$ cat src/sv/spq_pkg.sv
`timescale 1ns / 1ps
// ----------------------------------------------------------------------------
// spq_pkg
// Shared types and codes for the sorted priority queue.
// ----------------------------------------------------------------------------
package spq_pkg;

  localparam logic [1:0] OP_INSERT = 2'd0;
  localparam logic [1:0] OP_DELETE = 2'd1;
  localparam logic [1:0] OP_PEEK   = 2'd2;

  localparam logic [1:0] ST_DONE      = 2'd0;
  localparam logic [1:0] ST_FULL      = 2'd1;
  localparam logic [1:0] ST_NOT_FOUND = 2'd2;

  localparam int unsigned DataW  = 32;
  localparam int unsigned CountW = 5;

  // contents of one slot
  typedef struct packed {
    logic             occ;
    logic [DataW-1:0] value;
    logic [DataW-1:0] prio;
  } slot_t;

  // operation broadcast to every cell
  typedef struct packed {
    logic             ins_en;
    logic             del_en;
    logic [DataW-1:0] value;
    logic [DataW-1:0] prio;
  } cell_cmd_t;

endpackage

$ cat src/sv/spq_cmd_if.sv
`timescale 1ns / 1ps
// ----------------------------------------------------------------------------
// spq_cmd_if
// Request channel: operation code, value and priority.
// ----------------------------------------------------------------------------
interface spq_cmd_if;
  logic               valid;
  logic               ready;
  logic [1:0]         func;
  logic signed [31:0] value;
  logic signed [31:0] priority_req;

  modport source (output valid, output func, output value, output priority_req,
                  input ready);
  modport sink (input valid, input func, input value, input priority_req,
                output ready);
endinterface

$ cat src/sv/spq_rsp_if.sv
`timescale 1ns / 1ps
// ----------------------------------------------------------------------------
// spq_rsp_if
// Result channel: status, head entry and entry count.
// ----------------------------------------------------------------------------
interface spq_rsp_if;
  logic               valid;
  logic               ready;
  logic [1:0]         status;
  logic               head_valid;
  logic signed [31:0] head_value;
  logic signed [31:0] head_priority;
  logic [4:0]         entry_count;

  modport source (output valid, output status, output head_valid,
                  output head_value, output head_priority, output entry_count,
                  input ready);
  modport sink (input valid, input status, input head_valid,
                input head_value, input head_priority, input entry_count,
                output ready);
endinterface

$ cat src/sv/spq_cell.sv
`timescale 1ns / 1ps
// ----------------------------------------------------------------------------
// spq_cell
// One slot of the sorted list: keeps, takes the new entry, or shifts.
// ----------------------------------------------------------------------------
module spq_cell (
  input  logic                clk,
  input  logic                rst,
  input  logic                upd,
  input  spq_pkg::cell_cmd_t  cmd,
  input  spq_pkg::slot_t      left,
  input  logic                left_ge,
  input  spq_pkg::slot_t      right,
  input  logic                hit_in,
  output spq_pkg::slot_t      slot,
  output spq_pkg::slot_t      slot_next,
  output logic                ge,
  output logic                hit_out
);
  import spq_pkg::*;

  logic match;

  // entry stays ahead of an insert with this priority
  assign ge      = slot.occ && !($signed(slot.prio) < $signed(cmd.prio));
  assign match   = slot.occ && (slot.value == cmd.value);
  assign hit_out = hit_in || match;

  always_comb begin
    slot_next = slot;
    if (cmd.ins_en) begin
      if (!ge) begin
        if (left_ge) begin
          slot_next.occ   = 1'b1;
          slot_next.value = cmd.value;
          slot_next.prio  = cmd.prio;
        end else begin
          slot_next = left;
        end
      end
    end else if (cmd.del_en && hit_out) begin
      slot_next = right;
    end
  end

  always_ff @(posedge clk) begin
    if (upd) begin
      slot <= slot_next;
    end
    if (rst) begin
      slot.occ <= 1'b0;
    end
  end

endmodule

$ cat src/sv/sorted_priority_queue_top.sv
`timescale 1ns / 1ps
// ----------------------------------------------------------------------------
// sorted_priority_queue_top
// Bounded priority queue kept sorted in a row of shifting cells.
// ----------------------------------------------------------------------------
// Usage:
//   cmd carries one word per operation: insert, delete first entry with a
//   given value, or peek (code 3 acts as a peek). rsp returns exactly one
//   word per command with status, head entry after the operation and count.
//   The list lives in DEPTH cells, highest priority in cell 0; equal
//   priorities keep arrival order. An insert or delete is broadcast to all
//   cells and each cell keeps its entry, takes the new one or copies its
//   neighbour, so the whole list moves together in one update.
//   Timing: a command is registered on acceptance; once the result
//   register is free the cells update and the result word is registered
//   at that same edge, which raises rsp.valid. One command is in flight
//   at a time: a new command is not accepted until the held one has
//   executed, as the command register is followed by the cell update.
//   Stall: a waiting result word does not block acceptance of the next
//   command; that command then holds in its register until rsp is free.
//   Reset (synchronous, rst high) empties the queue and clears both valids.
// ----------------------------------------------------------------------------
module sorted_priority_queue_top #(
  parameter int unsigned DEPTH = 16
) (
  input  logic     clk,
  input  logic     rst,
  spq_cmd_if.sink  cmd,
  spq_rsp_if.source rsp
);
  import spq_pkg::*;

  localparam int unsigned CW = $clog2(DEPTH + 1);

  // command register
  logic             busy;
  logic [1:0]       op;
  logic [DataW-1:0] op_value;
  logic [DataW-1:0] op_prio;

  // entry counter
  logic [CW-1:0] count;
  logic [CW-1:0] count_next;

  // result register
  logic             rsp_valid;
  logic [1:0]       status;
  logic             head_valid;
  logic [DataW-1:0] head_value;
  logic [DataW-1:0] head_priority;
  logic [4:0]       entry_count;

  logic          fire;
  logic          full;
  logic          found;
  logic [1:0]    status_next;
  logic [CW+4:0] count_wide;
  cell_cmd_t     ccmd;

  slot_t          cur  [DEPTH];
  slot_t          nxt  [DEPTH];
  logic [DEPTH-1:0] ge;
  logic [DEPTH-1:0] hit;

  // execute when a command is held and the result register is free
  assign fire      = busy && (!rsp_valid || rsp.ready);
  assign cmd.ready = !busy;

  assign full  = (count == CW'(DEPTH));
  assign found = hit[DEPTH-1];

  assign ccmd.ins_en = (op == OP_INSERT) && !full;
  assign ccmd.del_en = (op == OP_DELETE);
  assign ccmd.value  = op_value;
  assign ccmd.prio   = op_prio;

  // row of cells: left neighbour feeds inserts, right neighbour feeds deletes
  for (genvar i = 0; i < DEPTH; i++) begin : g_cell
    slot_t left_s;
    slot_t right_s;
    logic  left_ge;
    logic  hit_in;

    if (i == 0) begin : g_first
      assign left_s  = '0;
      assign left_ge = 1'b1;
      assign hit_in  = 1'b0;
    end else begin : g_mid
      assign left_s  = cur[i-1];
      assign left_ge = ge[i-1];
      assign hit_in  = hit[i-1];
    end

    if (i == DEPTH - 1) begin : g_last
      assign right_s = '0;
    end else begin : g_inner
      assign right_s = cur[i+1];
    end

    spq_cell u_cell (
      .clk       (clk),
      .rst       (rst),
      .upd       (fire),
      .cmd       (ccmd),
      .left      (left_s),
      .left_ge   (left_ge),
      .right     (right_s),
      .hit_in    (hit_in),
      .slot      (cur[i]),
      .slot_next (nxt[i]),
      .ge        (ge[i]),
      .hit_out   (hit[i])
    );
  end

  always_comb begin
    status_next = ST_DONE;
    count_next  = count;
    case (op)
      OP_INSERT: begin
        if (full) begin
          status_next = ST_FULL;
        end else begin
          count_next = count + CW'(1);
        end
      end
      OP_DELETE: begin
        if (found) begin
          count_next = count - CW'(1);
        end else begin
          status_next = ST_NOT_FOUND;
        end
      end
      default: begin
        status_next = ST_DONE;
      end
    endcase
  end

  // count field carries the low bits of the count
  assign count_wide = (CW+5)'(count_next);

  always_ff @(posedge clk) begin
    if (rst) begin
      busy      <= 1'b0;
      rsp_valid <= 1'b0;
      count     <= '0;
    end else begin
      // hold a new command
      if (cmd.valid && cmd.ready) begin
        busy     <= 1'b1;
        op       <= cmd.func;
        op_value <= cmd.value;
        op_prio  <= cmd.priority_req;
      end else if (fire) begin
        busy <= 1'b0;
      end

      // advance the result word, drop it once taken
      if (fire) begin
        rsp_valid     <= 1'b1;
        count         <= count_next;
        status        <= status_next;
        head_valid    <= nxt[0].occ;
        head_value    <= nxt[0].occ ? nxt[0].value : '0;
        head_priority <= nxt[0].occ ? nxt[0].prio : '0;
        entry_count   <= count_wide[4:0];
      end else if (rsp.ready) begin
        rsp_valid <= 1'b0;
      end
    end
  end

  assign rsp.valid         = rsp_valid;
  assign rsp.status        = status;
  assign rsp.head_valid    = head_valid;
  assign rsp.head_value    = head_value;
  assign rsp.head_priority = head_priority;
  assign rsp.entry_count   = entry_count;

endmodule
$ cat src/flat_wrapper.sv
// flat-port wrapper written by rule: the top's interface ports become plain ports
module sorted_priority_queue_top_flat import spq_pkg::*;
#(
  parameter int unsigned DEPTH = 16
)
  (clk, rst, cmd_valid, cmd_func, cmd_value, cmd_priority_req, cmd_ready, rsp_valid, rsp_status, rsp_head_valid, rsp_head_value, rsp_head_priority, rsp_entry_count, rsp_ready);
  spq_cmd_if cmd_i ();
  spq_rsp_if rsp_i ();
  input  logic clk;
  input  logic rst;
  input wire logic [$bits(cmd_i.valid)-1:0] cmd_valid;
  input wire logic [$bits(cmd_i.func)-1:0] cmd_func;
  input wire logic [$bits(cmd_i.value)-1:0] cmd_value;
  input wire logic [$bits(cmd_i.priority_req)-1:0] cmd_priority_req;
  output wire logic [$bits(cmd_i.ready)-1:0] cmd_ready;
  output wire logic [$bits(rsp_i.valid)-1:0] rsp_valid;
  output wire logic [$bits(rsp_i.status)-1:0] rsp_status;
  output wire logic [$bits(rsp_i.head_valid)-1:0] rsp_head_valid;
  output wire logic [$bits(rsp_i.head_value)-1:0] rsp_head_value;
  output wire logic [$bits(rsp_i.head_priority)-1:0] rsp_head_priority;
  output wire logic [$bits(rsp_i.entry_count)-1:0] rsp_entry_count;
  input wire logic [$bits(rsp_i.ready)-1:0] rsp_ready;
  assign cmd_i.valid = cmd_valid;
  assign cmd_i.func = cmd_func;
  assign cmd_i.value = cmd_value;
  assign cmd_i.priority_req = cmd_priority_req;
  assign cmd_ready = cmd_i.ready;
  assign rsp_valid = rsp_i.valid;
  assign rsp_status = rsp_i.status;
  assign rsp_head_valid = rsp_i.head_valid;
  assign rsp_head_value = rsp_i.head_value;
  assign rsp_head_priority = rsp_i.head_priority;
  assign rsp_entry_count = rsp_i.entry_count;
  assign rsp_i.ready = rsp_ready;
  sorted_priority_queue_top #(.DEPTH(DEPTH)) u_core (.clk(clk), .rst(rst), .cmd(cmd_i), .rsp(rsp_i));
endmodule
$ cat config.mk
export PLATFORM = sky130hd
export DESIGN_NAME = sorted_priority_queue_top_flat
export DESIGN_NICKNAME = d
export VERILOG_FILES = /design/src/sv/spq_pkg.sv /design/src/sv/spq_cmd_if.sv /design/src/sv/spq_rsp_if.sv /design/src/sv/spq_cell.sv /design/src/sv/sorted_priority_queue_top.sv /design/src/flat_wrapper.sv
export SDC_FILE = /design/constraint.sdc
export NUM_CORES = 2
export LEC_CHECK = 0
export BUFFER_PORTS_ARGS = -buffer_cell sky130_fd_sc_hd__buf_2
export CAP_MARGIN = 20
export CORE_ASPECT_RATIO = 0.6
export CORE_MARGIN = 1
export CORE_UTILIZATION = 30
export DETAILED_ROUTE_END_ITERATION = 7
export SYNTH_ARGS = -nofsm -noshare
export SYNTH_HDL_FRONTEND = slang
export SYNTH_HIERARCHICAL = 1
export SYNTH_SLANG_ARGS = --single-unit
$ cat constraint.sdc
create_clock -name clk -period 24.6 [get_ports clk]
set_clock_uncertainty 0.2 [all_clocks]
set_input_delay 2.46 -clock clk [delete_from_list [all_inputs] [get_ports clk]]
set_output_delay 2.46 -clock clk [all_outputs]
set_load 0.02 [all_outputs]
# ---- After elaboration in Yosys (flattened, before gate mapping)
# Cells that the tools add are included.
dict set report classes {
  addsub 2
  multipliers 0
  n_div 0
  order_cmp 16
  n_eq_ne 33
  shift 0
  n_mux 73
  n_bitwise 1
  n_reduce_logical 121
}
# cell count
set ops {}
lappend ops {{$mux 65} 63}
lappend ops {{$eq 32x32->1} 16}
lappend ops {{$lt 32x32->1} 16}
lappend ops {{$logic_and 1x1->1} 51}
lappend ops {{$reduce_and 3->1} 15}
lappend ops {{$reduce_bool 2->1} 17}
lappend ops {{$ne 2x2->1 const B} 15}
lappend ops {{$logic_not 1->1} 19}
lappend ops {{$logic_or 1x1->1} 16}
lappend ops {{$mux 5} 2}
lappend ops {{$pmux 5 s2} 1}
lappend ops {{$add 5x1->5 const B} 1}
lappend ops {{$eq 5x5->1 const B} 1}
lappend ops {{$mux 1} 5}
lappend ops {{$sub 5x1->5 const B} 1}
lappend ops {{$pmux 2 s2} 1}
lappend ops {{$reduce_and 2->1} 2}
lappend ops {{$eq 2x1->1 const B} 1}
lappend ops {{$logic_not 2->1} 1}
lappend ops {{$mux 2} 1}
lappend ops {{$not 1->1} 1}
dict set report word_totals {
  reg_bits 1185
  latch_bits 0
  mem_bits_rw 0
  rom_bits 0
  in_bits 70
  output_inout_bits 74
  wordCells 305
  memories 0
}

# ---- Logic depth before layout (Yosys ltp)
dict set report logic_depth {
  ltp_word 20
  depth_mapped 24
  mapped_depth_nobuf 24
}

# ---- Cells and area by module
# Netlist, hierarchy kept.
# mod n_inst cells_each area_per_inst_um2 seq_area_each_um2
set by_module_without_submodules {}
lappend by_module_without_submodules {{spq_cell at u_core.g_cell[1].u_cell ...} 9 534 5348.9 1941.9}
lappend by_module_without_submodules {{spq_cell at u_core.g_cell[0].u_cell ...} 7 537 5401.4 1941.9}
lappend by_module_without_submodules {sorted_priority_queue_top 1 278 5116.2 4284.1}

# ---- Worst setup path before layout
# Ideal clock, no wire load.
dict set report synth_timing {
  kind {input to register}
  start {input rsp_ready}
  end {register u_core.count[0]}
  setup_ps 141
  arrival_ps 25154
  required_ps 24259
  path_slack_ps -896
  path_stages 5
  n_path_buf 0
  path_cell_list {nand2b_1 > nand2_1 > inv_1 > o211ai_1 > mux2_1}
}
dict set report synth_via {
  elab_chain_cells 2
}
# item line
set synth_rtl {}
lappend synth_rtl {{from (decl)} flat_wrapper.sv:22} ;# input wire logic [$bits(rsp_i.ready)-1:0] rsp_ready;
lappend synth_rtl {{$logic_or 1x1->1} sorted_priority_queue_top.sv:66} ;# assign fire = busy && (!rsp_valid || rsp.ready);
lappend synth_rtl {{$logic_and 1x1->1} sorted_priority_queue_top.sv:66}
lappend synth_rtl {{net u_core.fire} sorted_priority_queue_top.sv:53} ;# logic fire;
lappend synth_rtl {{to (signal assigned)} sorted_priority_queue_top.sv:162} ;# count <= count_next;
lappend synth_rtl {{to (decl)} sorted_priority_queue_top.sv:42} ;# logic [CW-1:0] count;
# The timed path passes the listed nets, and every way through them passes these cells.
# A chain may end at the register's enable or synchronous reset.

# ---- Worst setup path after layout
dict set report layout_timing {
  start {input rsp_ready}
  end {register u_core/g_cell[4].u_cell/slot[64] (netlist name)}
}
dict set report layout_via {
  elab_chain_cells 3
}
# item line
set layout_rtl {}
lappend layout_rtl {{$logic_or 1x1->1} sorted_priority_queue_top.sv:66}
lappend layout_rtl {{$logic_and 1x1->1} sorted_priority_queue_top.sv:66}
lappend layout_rtl {{net u_core.fire} sorted_priority_queue_top.sv:53}
lappend layout_rtl {{$reduce_and 3->1 (no line)} --}
lappend layout_rtl {{to (signal assigned)} spq_cell.sv:48} ;# slot <= slot_next;
lappend layout_rtl {{to (decl)} spq_cell.sv:15} ;# output spq_pkg::slot_t slot,
# The timed path passes the listed nets, and every way through them passes these cells.

==> metrics.yaml <==
min_path:
  worstHoldPathType: "flop to flop"
job:
  max-cap-violations: 0
sta:
  fin_crit_sh_pct: 33.2
  rsz0062_at_grt: "false"
  holdWs_ns: 0.329
  finalHoldViolations: 0
  timing.fmax_mhz: 122
  finalSetupTns_ns: 0
  worst_pin_slew_ns: 1.17
  fin_crit_ns: 8.17
  slew_headroom_pct: 21.1
  maxSlewViolCount: 0
  setup_violations: 0
clock_tree:
  cts_max_path_buffers: 3
  root_buffer: "clkbuf_16"
  clk_latency_ns: 0.80
  cts_tree: "done"
  cts_hold_buf: 0
  cts_setup_buffers: 0
  cts-resized-gates: 0
  numCtsBuffers: 118
  cts.clk_slew.worst_paths_ns: 0.07
  cts.sinks: 1185
  htreeDepth: 3
detailed_routing:
  wire_per_inst_um: 23.6
  vias: 74527
  drc: 5
  drtIter0Drc: 13010
  routed_via_density: 5.72
  antenna_left: 0
  drt-total-wl_um: 308000
  first_pass_iters: 8
die:
  die_h_um: 428
  num_rows: 156
  die_area_mm2: 0.305
  num_io_pins: 144
  initial_core_util_pct: 30.1
  core_mm2: 0.301
  die_w_um: 712
critical_path:
  cpMostUsedCell: "buf_4"
  cp_slowest_cell: "buf_4"
  crit_family: "buffers and inverters"
  crit_path_end_kind: "flop"
  arrival_ns: 8.57
  cp-start-kind: "input pin"
  worst_ep_required_time_ns: 25.00
  crit_path_max_incr_delay_ns: 0.76
  crit_type: "input pin to flop"
  crit_chain: "buf_2 > nand2b_1 > nand2_1 > clkinvlp_4 > buf_4 > buf_4 > buf_4 > buf_12 > buf_12 > or4b_2 > o211ai_1 > a31oi_1"
  crit_buf_inv: 7
  crit_fanout: 184
layout:
  area_delta_synth_final_pct: 10.7
  seqCellArea_mm2: 0.0354
  instances_no_fill: 13023
  multiInputGateArea_mm2: 0.0478
  fin_nets: 9456
  drive_gt1_share_pct: 7.41
  fillerInstances: 30126
  utilization_pct: 33.4
synthesis:
  syn_area_per_cell_um2: 10.3
  syn_area_mm2: 0.0908
  synth_warnings: 6
  syn_inst: 8806
pwr:
  seqPwrFrac_pct: 47.6
  total_power_uw: 5520
  p_clk_share_pct: 33.9
  combPwrFrac_pct: 18.5
  switchingPower_uw: 1730
  p_per_area_mw_per_mm2: 55.0
  total_leakage_power_uw: 0.0413
  power.share.switching_pct: 31.3
  p_int_uw: 3790
  ir_drop_uv: 70.7
place:
  portBuffers: 143
  dp_cells: 12786
  gp_congestion: 0.887
  dp_hpwl_um: 223000
outcome:
  violations: "design-rule violations"
  outcome: "finished, violations left"
global_route:
  grt_pass1_wl_um: 460000
  grt-ovfl-total: 0
  grt_max_degree: 185
  grt_use_total_pct: 19.1
  grt_pass1_vias: 70308
  antenna_found_initial: 22
[metrics by stage]
| step | setup WS, ns | area (um2) |
|---|---|---|
| detailed placement | 15.77 | 96500 |
| finish | 16.43 | 101000 |
| global placement | 15.80 | 96300 |
| CTS | 16.60 | 100000 |
| floorplan | 5.28 | 91300 |
| global route | 16.14 | 101000 |
[per-layer routing]
layer	vias up	global-route usage, %	part of all wire (%)
li1	33316	-	-
met1	36577	32.0	50
met2	4337	23.0	35
met3	281	5.81	13
met4	16	3.20	1.5
met5	-	0	0.029
[area by class of cell]
type / count / area share (%)
multi-input cells: 5642 / 47.5
flip-flops and latches: 1185 / 35.2
inverters: 1596 / 5.96
well taps: 4029 / 5.02
clock buffers: 145 / 3.08
repair buffers: 345 / 2.59
clock inverters: 79 / 0.644
diodes: 2 / 0.00498
[flip-flops by register name (all words and copies together) (netlist names), 2 cells and up]
register,flops
u_core/op,2
u_core/rsp.status,2
u_core/g_cell.u_cell/slot,1040
u_core/count,5
u_core/op_prio,32
u_core/op_value,32
u_core/rsp.head_priority,32
u_core/rsp.head_value,32
u_core/rsp.entry_count,5
[worst reg2reg max path, cell delays in order (launching register included)]
cell and delay, ns:
edfxtp_1 1.11, buf_4 0.59, xnor2_1 0.16, nand4_1 0.16
nor3_1 0.13, nand3_1 0.10, nand2b_1 0.08, nand2b_1 0.20
nand2b_1 0.21, nand2b_1 0.21, nand2b_1 0.19, nand2b_1 0.21
nand2b_1 0.20, nand2b_1 0.19, nand2b_1 0.34, or2_2 0.43
or2_2 0.38, or2_2 0.38, or2_2 0.37, or2_2 0.37
o211ai_1 0.19, buf_4 0.66, nor3b_1 0.11, a2111oi_1 0.36
[power groups by stage]
stage	sequential [uW]	clock [uW]	combinational, uW
final	2630	1870	1020
after global routing	2640	1980	1110
after CTS	2620	1910	994
after detailed placement	2660	0	993
after global placement	2650	0	946
after floorplan	2690	0	693
[worst paths after layout]
kind                                          start                           endpoint  slack, ns  depth (start not counted)
worst max register to register  u_core/op_value[17]  u_core/g_cell[15].u_cell/slot[64]      16.98                         23
worst max-delay path                      rsp_ready   u_core/g_cell[4].u_cell/slot[64]      16.43                         12
worst min-delay path                    u_core/busy                   u_core/rsp.valid       0.33                          2
worst min register to register          u_core/busy                   u_core/rsp.valid       0.33                          2
[placed cells by master (no fill, tap or decap), types with 26 or more instances in the layout]
| cell type | count |
|---|---|
| a222oi_1 | 496 |
| nand3_1 | 290 |
| xor2_1 | 190 |
| a21oi_1 | 206 |
| buf_2 | 143 |
| clkbuf_16 | 120 |
| and4_1 | 30 |
| ha_1 | 498 |
| o211ai_1 | 26 |
| nand4_1 | 154 |
| nor2_1 | 55 |
| xnor2_1 | 300 |
| and2_1 | 90 |
| o21ai_0 | 124 |
| o221ai_1 | 528 |
| edfxtp_1 | 1162 |
| conb_1 | 137 |
| buf_4 | 178 |
| inv_1 | 1579 |
| clkinv_2 | 29 |
| a31oi_1 | 27 |
| nand2_1 | 478 |
| nor3_1 | 33 |
| mux2i_1 | 1520 |
| clkinv_1 | 47 |
| nor4_1 | 76 |
No activity file was read; power rests on OpenSTA's default activity.
